$ cat config.mk
export PLATFORM = sky130hd
export DESIGN_NAME = sync_header_image_frame_receiver_unit
export DESIGN_NICKNAME = d
export VERILOG_FILES = /design/src/rtl/shfr_pkg.sv /design/src/rtl/shfr_front.sv /design/src/rtl/shfr_cmdq.sv /design/src/rtl/shfr_back.sv /design/src/rtl/sync_header_image_frame_receiver_unit.sv
export VERILOG_INCLUDE_DIRS = /design/src /design/src/rtl
export SDC_FILE = /design/constraint.sdc
export NUM_CORES = 1
export LEC_CHECK = 0
export BUFFER_PORTS_ARGS = -buffer_cell sky130_fd_sc_hd__buf_2
export CAP_MARGIN = 30
export CELL_PAD_IN_SITES_DETAIL_PLACEMENT = 1
export CELL_PAD_IN_SITES_GLOBAL_PLACEMENT = 1
export CORE_MARGIN = 1
export CORE_UTILIZATION = 46
export DETAILED_ROUTE_END_ITERATION = 12
export MAX_ROUTING_LAYER = met4
export PLACE_DENSITY_LB_ADDON = 0.1
export SLEW_MARGIN = 20
export SYNTH_ARGS = -nofsm -noshare
export SYNTH_HDL_FRONTEND = slang
export SYNTH_SLANG_ARGS = --single-unit
$ cat constraint.sdc
create_clock -name clk -period 6.62 [get_ports clk]
set_input_delay 1.324 -clock clk [delete_from_list [all_inputs] [get_ports clk]]
set_output_delay 1.324 -clock clk [all_outputs]
set_load 0.01 [all_outputs]
$ cat src/rtl/sync_header_image_frame_receiver_unit_macros.svh
// assertion macros used by the receiver top level
`ifndef SYNC_HEADER_IMAGE_FRAME_RECEIVER_UNIT_MACROS_SVH
`define SYNC_HEADER_IMAGE_FRAME_RECEIVER_UNIT_MACROS_SVH

// same-cycle implication, checked outside reset
`define SHFR_ASSERT_SAME(label, clock, reset, ante, cons, msg) \
  label: assert property (@(posedge clock) disable iff (reset) (ante) |-> (cons)) \
    else $error(msg);

// next-cycle implication, checked outside reset
`define SHFR_ASSERT_NEXT(label, clock, reset, ante, cons, msg) \
  label: assert property (@(posedge clock) disable iff (reset) (ante) |=> (cons)) \
    else $error(msg);

`endif

$ cat src/rtl/shfr_pkg.sv
// shared types and constants of the sync-framed image receiver
package shfr_pkg;

  localparam logic [7:0] SYNC_LEAD  = 8'hAA;
  localparam logic [7:0] SYNC_TAIL  = 8'h55;
  localparam logic [7:0] REPLY_ACK  = 8'h06;
  localparam logic [7:0] REPLY_NACK = 8'h15;
  localparam logic [7:0] REPLY_NONE = 8'h00;

  localparam int DIM_W  = 10;
  localparam int AREA_W = 2 * DIM_W;
  localparam int WORD_W = 16;

  localparam logic [DIM_W-1:0] LIMIT_RESET = 10'd320;

  localparam int CMDQ_DEPTH = 4;

  typedef enum logic [1:0] {
    KIND_PIXEL = 2'd0,
    KIND_ACK   = 2'd1,
    KIND_NACK  = 2'd2,
    KIND_DONE  = 2'd3
  } kind_t;

  typedef enum logic [0:0] {
    REG_MAX_WIDTH  = 1'b0,
    REG_MAX_HEIGHT = 1'b1
  } reg_index_t;

  typedef struct packed {
    logic             we;
    logic [0:0]       index;
    logic [DIM_W-1:0] data;
  } cfg_wr_t;

  // classified request from the parser to the result stage
  typedef struct packed {
    kind_t             kind;
    logic [WORD_W-1:0] pixel;
    logic [DIM_W-1:0]  frame_width;
    logic [DIM_W-1:0]  frame_height;
    logic              last;
  } cmd_t;

  typedef struct packed {
    kind_t             kind;
    logic [7:0]        reply_byte;
    logic [WORD_W-1:0] pixel;
    logic [DIM_W-1:0]  frame_width;
    logic [DIM_W-1:0]  frame_height;
    logic              last_pixel;
    logic              end_of_run;
  } res_t;

endpackage

$ cat src/rtl/shfr_front.sv
// byte parser: sync hunt, header check, pixel assembly
module shfr_front (
  input  logic                      clk,
  input  logic                      rst,
  input  shfr_pkg::cfg_wr_t         cfg,
  input  logic                      accept,
  input  logic [7:0]                rx_byte,
  output logic                      cmd_push,
  output shfr_pkg::cmd_t            cmd
);

  typedef enum logic [7:0] {
    ST_HUNT      = 8'b0000_0001,
    ST_SYNC_SEEN = 8'b0000_0010,
    ST_W_HI      = 8'b0000_0100,
    ST_W_LO      = 8'b0000_1000,
    ST_H_HI      = 8'b0001_0000,
    ST_H_LO      = 8'b0010_0000,
    ST_PIX_HI    = 8'b0100_0000,
    ST_PIX_LO    = 8'b1000_0000
  } state_t;

  state_t                            state, state_next;
  logic [7:0]                        hold, hold_next;
  logic [shfr_pkg::WORD_W-1:0]       width, width_next;
  logic [shfr_pkg::AREA_W-1:0]       left, left_next;
  logic [shfr_pkg::DIM_W-1:0]        max_width, max_height;
  logic [shfr_pkg::WORD_W-1:0]       word;
  logic [shfr_pkg::AREA_W-1:0]       area;
  logic [shfr_pkg::AREA_W-1:0]       left_dec;
  logic                              reject;

  assign word     = {hold, rx_byte};
  assign area     = shfr_pkg::AREA_W'(width[shfr_pkg::DIM_W-1:0])
                  * shfr_pkg::AREA_W'(word[shfr_pkg::DIM_W-1:0]);
  assign left_dec = left - shfr_pkg::AREA_W'(1);
  assign reject   = (width == '0) || (word == '0)
                  || (width > shfr_pkg::WORD_W'(max_width))
                  || (word > shfr_pkg::WORD_W'(max_height));

  always_comb begin
    state_next = state;
    hold_next  = hold;
    width_next = width;
    left_next  = left;
    cmd_push   = 1'b0;
    cmd        = '0;
    if (accept) begin
      case (state)
        ST_HUNT: begin
          if (rx_byte == shfr_pkg::SYNC_LEAD) state_next = ST_SYNC_SEEN;
        end
        ST_SYNC_SEEN: begin
          if (rx_byte == shfr_pkg::SYNC_TAIL) state_next = ST_W_HI;
          else if (rx_byte == shfr_pkg::SYNC_LEAD) state_next = ST_SYNC_SEEN;
          else state_next = ST_HUNT;
        end
        ST_W_HI: begin
          hold_next  = rx_byte;
          state_next = ST_W_LO;
        end
        ST_W_LO: begin
          width_next = word;
          state_next = ST_H_HI;
        end
        ST_H_HI: begin
          hold_next  = rx_byte;
          state_next = ST_H_LO;
        end
        ST_H_LO: begin
          cmd_push = 1'b1;
          if (reject) begin
            cmd.kind   = shfr_pkg::KIND_NACK;
            state_next = ST_HUNT;
          end else begin
            cmd.kind         = shfr_pkg::KIND_ACK;
            cmd.frame_width  = width[shfr_pkg::DIM_W-1:0];
            cmd.frame_height = word[shfr_pkg::DIM_W-1:0];
            left_next        = area;
            state_next       = ST_PIX_HI;
          end
        end
        ST_PIX_HI: begin
          hold_next  = rx_byte;
          state_next = ST_PIX_LO;
        end
        ST_PIX_LO: begin
          cmd_push   = 1'b1;
          cmd.kind   = shfr_pkg::KIND_PIXEL;
          cmd.pixel  = word;
          cmd.last   = (left_dec == '0);
          left_next  = left_dec;
          state_next = (left_dec == '0) ? ST_HUNT : ST_PIX_HI;
        end
        default: begin
          state_next = ST_HUNT;
        end
      endcase
    end
  end

  always_ff @(posedge clk) begin
    if (rst) begin
      state      <= ST_HUNT;
      left       <= '0;
      max_width  <= shfr_pkg::LIMIT_RESET;
      max_height <= shfr_pkg::LIMIT_RESET;
    end else begin
      state <= state_next;
      left  <= left_next;
      if (cfg.we && cfg.index == shfr_pkg::REG_MAX_WIDTH) max_width <= cfg.data;
      if (cfg.we && cfg.index == shfr_pkg::REG_MAX_HEIGHT) max_height <= cfg.data;
    end
  end

  always_ff @(posedge clk) begin
    hold  <= hold_next;
    width <= width_next;
  end

endmodule

$ cat src/rtl/shfr_cmdq.sv
// short request queue between parser and result stage
module shfr_cmdq #(
  parameter int DEPTH = shfr_pkg::CMDQ_DEPTH
) (
  input  logic           clk,
  input  logic           rst,
  input  logic           push,
  input  shfr_pkg::cmd_t push_data,
  output logic           full,
  input  logic           pop,
  output shfr_pkg::cmd_t pop_data,
  output logic           empty
);

  localparam int PTR_W = $clog2(DEPTH);
  localparam int CNT_W = $clog2(DEPTH + 1);

  shfr_pkg::cmd_t    slots [DEPTH];
  logic [PTR_W-1:0]  wr_ptr, rd_ptr;
  logic [CNT_W-1:0]  count;
  logic              do_push, do_pop;

  assign full     = (count == CNT_W'(DEPTH));
  assign empty    = (count == '0);
  assign do_push  = push && !full;
  assign do_pop   = pop && !empty;
  assign pop_data = slots[rd_ptr];

  always_ff @(posedge clk) begin
    if (rst) begin
      wr_ptr <= '0;
      rd_ptr <= '0;
      count  <= '0;
    end else begin
      if (do_push) begin
        wr_ptr <= (wr_ptr == PTR_W'(DEPTH - 1)) ? '0 : wr_ptr + PTR_W'(1);
      end
      if (do_pop) begin
        rd_ptr <= (rd_ptr == PTR_W'(DEPTH - 1)) ? '0 : rd_ptr + PTR_W'(1);
      end
      if (do_push && !do_pop) count <= count + CNT_W'(1);
      else if (do_pop && !do_push) count <= count - CNT_W'(1);
    end
  end

  always_ff @(posedge clk) begin
    if (do_push) slots[wr_ptr] <= push_data;
  end

endmodule

$ cat src/rtl/shfr_back.sv
// result stage: expands requests into results, one per cycle unless stalled, output register
module shfr_back (
  input  logic           clk,
  input  logic           rst,
  input  logic           cmd_valid,
  input  shfr_pkg::cmd_t cmd,
  output logic           cmd_pop,
  output logic           res_valid,
  output shfr_pkg::res_t res,
  input  logic           res_pop
);

  logic           load;
  logic           second, second_next;
  shfr_pkg::res_t res_next;

  assign load = cmd_valid && (!res_valid || res_pop);

  always_comb begin
    res_next              = '0;
    res_next.kind         = cmd.kind;
    res_next.pixel        = cmd.pixel;
    res_next.frame_width  = cmd.frame_width;
    res_next.frame_height = cmd.frame_height;
    res_next.end_of_run   = 1'b1;
    second_next           = second;
    cmd_pop               = 1'b0;
    case (cmd.kind)
      shfr_pkg::KIND_ACK:  res_next.reply_byte = shfr_pkg::REPLY_ACK;
      shfr_pkg::KIND_NACK: res_next.reply_byte = shfr_pkg::REPLY_NACK;
      shfr_pkg::KIND_DONE: res_next.reply_byte = shfr_pkg::REPLY_ACK;
      default:             res_next.reply_byte = shfr_pkg::REPLY_NONE;
    endcase
    if (load) begin
      if (second) begin
        // frame-done reply after the final pixel
        res_next            = '0;
        res_next.kind       = shfr_pkg::KIND_DONE;
        res_next.reply_byte = shfr_pkg::REPLY_ACK;
        res_next.end_of_run = 1'b1;
        second_next         = 1'b0;
        cmd_pop             = 1'b1;
      end else if (cmd.kind == shfr_pkg::KIND_PIXEL && cmd.last) begin
        res_next.last_pixel = 1'b1;
        res_next.end_of_run = 1'b0;
        second_next         = 1'b1;
      end else begin
        cmd_pop = 1'b1;
      end
    end
  end

  always_ff @(posedge clk) begin
    if (rst) begin
      res_valid <= 1'b0;
      second    <= 1'b0;
    end else begin
      second <= second_next;
      if (load) res_valid <= 1'b1;
      else if (res_pop) res_valid <= 1'b0;
    end
  end

  always_ff @(posedge clk) begin
    if (load) res <= res_next;
  end

endmodule

$ cat src/rtl/sync_header_image_frame_receiver_unit.sv
// top level of the sync-framed image receiver
// usage:
//   input side is a queue: drive rx_byte with push; a byte is taken at an
//   edge where push is high and full is low. one byte per cycle unless full.
//   result side is a queue: while empty is low the oldest result sits on
//   kind/reply_byte/pixel/frame_width/frame_height/last_pixel/end_of_run,
//   and pop at an edge with empty low takes it.
//   max_width / max_height are written through cfg_we, cfg_index, cfg_data
//   while the block is idle; both come out of reset at 320.
// timing:
//   a byte that causes a result is written into the request queue at its
//   accept edge; the result register loads it from the queue head once
//   that register is free. while pop stays high, results leave at one per
//   cycle; the final pixel of a frame yields two results in turn.
//   throughput is set by the single result register: one result per cycle.
// stall:
//   when pop stays low the request queue fills and full rises; bytes are
//   held off, nothing is dropped.
// reset:
//   synchronous rst returns the parser to the sync hunt, empties the queue
//   and the result register, and restores both limits.
module sync_header_image_frame_receiver_unit #(
  parameter int CMDQ_DEPTH = shfr_pkg::CMDQ_DEPTH
) (
  input  logic                         clk,
  input  logic                         rst,
  // byte input queue
  input  logic                         push,
  output logic                         full,
  input  logic [7:0]                   rx_byte,
  // limit registers
  input  logic                         cfg_we,
  input  logic [0:0]                   cfg_index,
  input  logic [shfr_pkg::DIM_W-1:0]   cfg_data,
  // result queue
  output logic                         empty,
  input  logic                         pop,
  output logic [1:0]                   kind,
  output logic [7:0]                   reply_byte,
  output logic [shfr_pkg::WORD_W-1:0]  pixel,
  output logic [shfr_pkg::DIM_W-1:0]   frame_width,
  output logic [shfr_pkg::DIM_W-1:0]   frame_height,
  output logic                         last_pixel,
  output logic                         end_of_run
);

  `include "sync_header_image_frame_receiver_unit_macros.svh"

  shfr_pkg::cfg_wr_t cfg;
  shfr_pkg::cmd_t    front_cmd, head_cmd;
  shfr_pkg::res_t    res;
  logic              accept;
  logic              front_push;
  logic              cmdq_full, cmdq_empty, cmdq_pop;
  logic              res_valid, res_pop;

  assign cfg.we    = cfg_we;
  assign cfg.index = cfg_index;
  assign cfg.data  = cfg_data;

  // byte request taken only when the queue has room for what it may cause
  assign full   = cmdq_full;
  assign accept = push && !cmdq_full;

  shfr_front u_front (
    .clk      (clk),
    .rst      (rst),
    .cfg      (cfg),
    .accept   (accept),
    .rx_byte  (rx_byte),
    .cmd_push (front_push),
    .cmd      (front_cmd)
  );

  shfr_cmdq #(
    .DEPTH (CMDQ_DEPTH)
  ) u_cmdq (
    .clk       (clk),
    .rst       (rst),
    .push      (front_push),
    .push_data (front_cmd),
    .full      (cmdq_full),
    .pop       (cmdq_pop),
    .pop_data  (head_cmd),
    .empty     (cmdq_empty)
  );

  shfr_back u_back (
    .clk       (clk),
    .rst       (rst),
    .cmd_valid (!cmdq_empty),
    .cmd       (head_cmd),
    .cmd_pop   (cmdq_pop),
    .res_valid (res_valid),
    .res       (res),
    .res_pop   (res_pop)
  );

  // result queue face
  assign empty        = !res_valid;
  assign res_pop      = pop && res_valid;
  assign kind         = res.kind;
  assign reply_byte   = res.reply_byte;
  assign pixel        = res.pixel;
  assign frame_width  = res.frame_width;
  assign frame_height = res.frame_height;
  assign last_pixel   = res.last_pixel;
  assign end_of_run   = res.end_of_run;

  // parser never pushes into a full request queue
  `SHFR_ASSERT_SAME(a_no_push_full, clk, rst, front_push, !cmdq_full, "push into full queue")
  // a popped final pixel is followed at once by the frame-done reply
  `SHFR_ASSERT_NEXT(a_done_follows, clk, rst, res_pop && res.last_pixel, res_valid && res.kind == shfr_pkg::KIND_DONE, "frame done missing")
  // only the final pixel leaves a byte's run open
  `SHFR_ASSERT_SAME(a_open_run, clk, rst, res_valid && !res.end_of_run, res.kind == shfr_pkg::KIND_PIXEL && res.last_pixel, "open run on wrong result")
  // an accepted header never carries a zero dimension
  `SHFR_ASSERT_SAME(a_ack_dims, clk, rst, res_valid && res.kind == shfr_pkg::KIND_ACK, res.frame_width != '0 && res.frame_height != '0, "zero size ack")

endmodule
# Yosys cells after proc, flatten, opt, wreduce, memory -nomap -nowiden
# Memory sizes are Yosys's and may differ from the RTL's. A register that Yosys moved wholly into a read port is not among the register bits.
# Index checks and enable logic that the tools add are counted.
# op_classes
n_addsub,5
mul,1
magnitude_cmp,2
eq_ne,18
mux,34
bitwise,1
n_reduce_logical,34
# op_table
operator,n
$pmux 8 s8,1
$mux 20,3
$pmux 20 s2,1
$mux 39,1
$gt 16x10->1,2
$logic_not 16->1,2
$logic_not 20->1,1
$mul 10x10->20,1
$sub 20x1->20 const B,1
$eq 8x7->1 const B,2
$eq 8x8->1 const B,2
$mux 16,1
$mux 2,8
$mux 8,2
$mux 7,2
$mux 1,12
$logic_and 1x1->1,10
$pmux 5 s2,1
$eq 2x2->1 const B,4
$eq 8x1->1 const B,1
$eq 8x2->1 const B,1
$eq 8x3->1 const B,1
$eq 8x4->1 const B,1
$eq 8x5->1 const B,1
other kinds (19),33
# word_totals
ff_bits,129
ram_bits,156
input_bits,24
output_inout_bits,50
elab_cells,114
mem_count,1
# mem_list
memory,words,width,read_ports,rd_ports_with_merged_regs,wr,line_no,text
u_cmdq.slots,4,39,1,1,1,shfr_cmdq.sv:18,shfr_pkg::cmd_t slots [DEPTH];

# Logic depth before layout (Yosys ltp)
# depth
depth_word,9
depth_mapped,21
depth_no_buf,20

# By module
# Synthesis repeated with hierarchy kept, for this count alone.
# hier_totals
cells_unflattened,1290
hier_area_um2,15785.1
# modules_own_cells
mod,instances,cells_each,area_each_um2,seq_area_each_um2
shfr_front,1,925,7913.8,1681.6
shfr_cmdq,1,253,6113.4,4864.7
shfr_back,1,108,1730.4,1331.3
sync_header_image_frame_receiver_unit,1,4,27.5,0.0

# Worst setup path after synthesis
# No wires, ideal clock.
# synth_timing
path_type,input -> register
from,input port rx_byte[3]
to,register u_front.left[19] (netlist name)
setup_time_ns,0.103
arrival_ns,6.520
required_time_ns,6.517
setup_slack_ns,-0.003
cell_stages,21
n_path_buf,1
path_cell_list,clkbuf_1 > nand2_1 > fa_1 > inv_1 > fa_1 > inv_1 > fa_1 > inv_1 > fa_1 > inv_1 > fa_1 > inv_1 > ha_1 > a2111oi_4 > o21ai_2 > a41oi_4 > o21bai_4 > a2111oi_4 > a2111oi_1 > a32o_1 > a2111oi_2
# synth_via
elab_chain_len,6
word_cells_on_any_way,10
cone_classes,1 x mul; 1 x order compare; 1 x eq/ne; 2 x mux; 5 x reduce/logical
# synth_rtl
element,line_no,text
start: declaration,sync_header_image_frame_receiver_unit.sv:30,"input logic [7:0] rx_byte,"
branches (longest 6 deep; another with $mul 10x10->20),--,
end signal: assignment,shfr_front.sv:110,left <= left_next;
end: declaration,shfr_front.sv:26,"logic [shfr_pkg::AREA_W-1:0] left, left_next;"
# Parallel ways; which one is timed is not known. The select of a mux whose other input is x is not followed.
# A chain may end at the register's enable or synchronous reset.

# Final worst setup path
# layout_timing
from,input port rx_byte[3]
to,register u_front.left[18] (netlist name)
# Same word-level chain as after synthesis.

==> metrics.cfg <==
[timing]
skew_ns = 0.0324
hold_viol = 0
fmax_mhz = 165
slew_headroom = 0.413
drv_slew = 0
period_share = 0.917
rsz0062_at_grt = false
period_minus_slack_ns = 6.07
worst_slew_pin_slew_ns = 0.879
setup_violations = 0

[setup_path]
crit_top_cell = fa_1
end_kind = flip-flop
path_cells = buf_2 -> buf_4 -> nand2_1 -> fa_1 -> inv_1 -> fa_1 -> fa_1 -> fa_1 -> inv_1 -> fa_1 -> inv_1 -> ha_1 -> a2111oi_0 -> o21a_1 -> nor2_1 -> a41o_1 -> a2111oi_0 -> nor4_1 -> nor3_1
critPathArrivalTime_ns = 6.55
rr_worst_depth = 17
setup.worst_path.class = in2reg
path_max_fanout = 16
rrSetupSlack_ns = 0.88
r2r-end = u_front.left[18]
cpLargestDelayFamily = adder cells
max_stage_delay_ns = 0.56
critPathRequiredTime_ns = 7.10
r2r-start = u_front.width[4]
crit_buf_inv = 5
crit_slowest_cell = fa_1
start_kind = input pin

[floorplanning]
die_area_mm2 = 0.0341
num_rows = 66
die_h_um = 185
ios = 74
initial_core_util = 0.469
core_mm2 = 0.0327
chipWidth_um = 185

[placement]
place_area_mm2 = 0.0163
routabilityCongestion = 0.835
hpwl_mm = 25.5
io_buffer_count = 69

[clock_tree]
clock_sinks = 281
cts_hold_buf = 0
post-cts-setup-buffers = 0
cts_root_buffer = clkbuf_16
cts_max_path_buffers = 3
clkTransAtPathRegs_ns = 0.06
cts_buffers = 30
post_cts_resized = 0
cts_tree = built
clkLatencyLatePin_ns = 0.56
htree_levels = 1

[drt]
route.vias.total = 9735
ant_nets = 0
first_pass_iters = 4
routed_via_density = 5.44
drt-total-wl_mm = 36.6
route.detailed.drc = 0
drtIter0Drc = 415
wl_per_cell_um = 20.4

[synth]
synth_top_family_by_area = adder cells
synth-adder-area-share = 0.150
post-synth-top-count-cell = edfxtp_1
yosys.area.top_type = edfxtp_1
yosysSeqAreaShare = 0.511
synth_flop_cell = edfxtp_1
synthArstFlopShare = 0
ys_top_cells_by_area = edfxtp_1 43%, fa_1 8.2%, dfxtp_1 7.7%, ha_1 6.8%, mux4_2 5.7%
syn_area_per_cell_um2 = 12.3
synth_top_area_share = 0.434
ys_ff_latch = 281
synth_compound_area_frac = 0.0774
synth_xor_area_frac = 0.0103
synth_common_cells = 222 x edfxtp_1, 104 x nand2_1, 92 x and2_1, 92 x inv_1, 83 x ha_1
synthMuxAreaShare = 0.0611
synth-simple-area-share = 0.148
synth.distinct_cells = 70
syn-instance-count = 1250
yosys_warnings = 0
synth_enable_flop_cells = 222
synth_area_mm2 = 0.0154

[run]
maxCapViolations = 0

[power_and_ir_drop]
finalPower_mw = 4.98
ir_worst_vdd_mv = 0.189
power_leakage_nw = 6.79
p_per_area_mw_per_mm2 = 289

[final_layout]
postLayoutCellArea_mm2 = 0.0172
area_growth_pct = 12.3
antenna_cells = 0
finalNetCount = 1496
finish.utilization = 0.527
layout-drive-gt1-share = 0.159

[global_routing]
overflow = 0
grt_max_degree = 61
grt_pass1_wl_mm = 59.7
grt_util_all_layers = 0.234
grt_pass1_vias = 10600
antenna_found_initial = 1

[min_path]
hp-class = reg2reg
holdPathStages = 2
holdPathEnd = u_front.max_height[5]
hold_start = u_front.max_height[5]

[status]
status = finished, final reports clean

-- layout make-up --
cell class              instances  area, um^2
clock buffers                  41         813
clock inverters                14         123
fillers                      3422       15500
inverters                      92         345
multi-input cells             811        6900
flip-flops and latches        281        7850
well taps                     442         553
repair buffers                110         666
-- worst register-to-register path, delay by kind of cell, from the launching register on --
family	cells	cell delay, ns
and+or+nand+nor	4	0.54
DFF	1	0.75
buffers and inverters	3	0.15
AOI/OAI and AO/OA	4	1.33
adders and majority gates	6	2.92
-- metal layers --
| layer | share of wire | GRT usage | vias up |
|---|---|---|---|
| met4 | 0.013 | 0.0436 | 0 |
| li1 | - | - | 4620 |
| met2 | 0.49 | 0.392 | 147 |
| met3 | 0.039 | 0.0275 | 42 |
| met1 | 0.45 | 0.308 | 4926 |
| met5 | 0 | - | - |
-- how the worst max path moves through the flow --
stage	start	end	slack, ns	cells after the start
floorplan	rx_byte[2]	u_front.left[19]	0.03	21
global placement	rx_byte[6]	u_front.left[19]	0.03	20
detailed placement	rx_byte[6]	u_front.left[19]	-0.01	20
CTS	rx_byte[3]	u_front.left[18]	0.54	19
global route	rx_byte[3]	u_front.left[18]	0.21	19
finish	rx_byte[3]	u_front.left[18]	0.55	19
-- state kept, by name (all words and copies together), names as in the netlist, named ones only --
signal              cells
u_cmdq.wr_ptr           2
u_back.res             42
u_front.left           20
u_front.max_width      10
u_back.second           1
u_front.width          16
u_back.res_valid        1
u_cmdq.rd_ptr           2
u_front.max_height     10
u_front.state           8
u_cmdq.count            3
u_cmdq.slots          156
u_front.hold            8
-- cell usage in the layout (no fill, tap or decap), types with 14 or more instances in the layout --
master     synthesis  routed
edfxtp_1         222     222
nand2_1          104     104
inv_1             92      92
and2_1            92      88
ha_1              83      83
buf_2              6      69
fa_1              63      63
a21oi_1           63      62
nor2_1            60      59
dfxtp_1           59      58
nor2b_1           43      43
buf_4              7      40
mux4_2            39      39
o21ai_0           34      34
clkbuf_16          0      31
nor3_1            29      29
and3_1            21      21
nor4_1            14      14
-- per-stage QoR --
| stage | worst slack (ns) | hold slack [ns] | setup TNS [ns] | std cells |
|---|---|---|---|---|
| after global placement | 0.0305 | 0.445 | 0 | 1736 |
| final | 0.549 | 0.454 | 0 | 1791 |
| after floorplan | 0.0330 | 0.436 | 0 | 1253 |
| after global routing | 0.208 | 0.475 | 0 | 1791 |
| after CTS | 0.542 | 0.458 | 0 | 1791 |
| after detailed placement | -0.0142 | 0.450 | -0.0142 | 1736 |
-- kinds of logic after synthesis --
logic type	count (synthesis)
AOI/OAI and AO/OA	174
xor gates and xnor gates	18
adders and majority gates	146
buffers and inverters	161
DFF	281
muxes	45
other	1
and+or+nand+nor	424
-- where the power goes --
| group | switching (mW) | internal, mW | total (mW) |
|---|---|---|---|
| clock | 0.674 | 0.934 | 1.61 |
| combinational | 0.726 | 0.523 | 1.25 |
| sequential | 0.0404 | 2.08 | 2.12 |
| total | 1.44 | 3.54 | 4.98 |
Power figures use the tool's default switching activity.
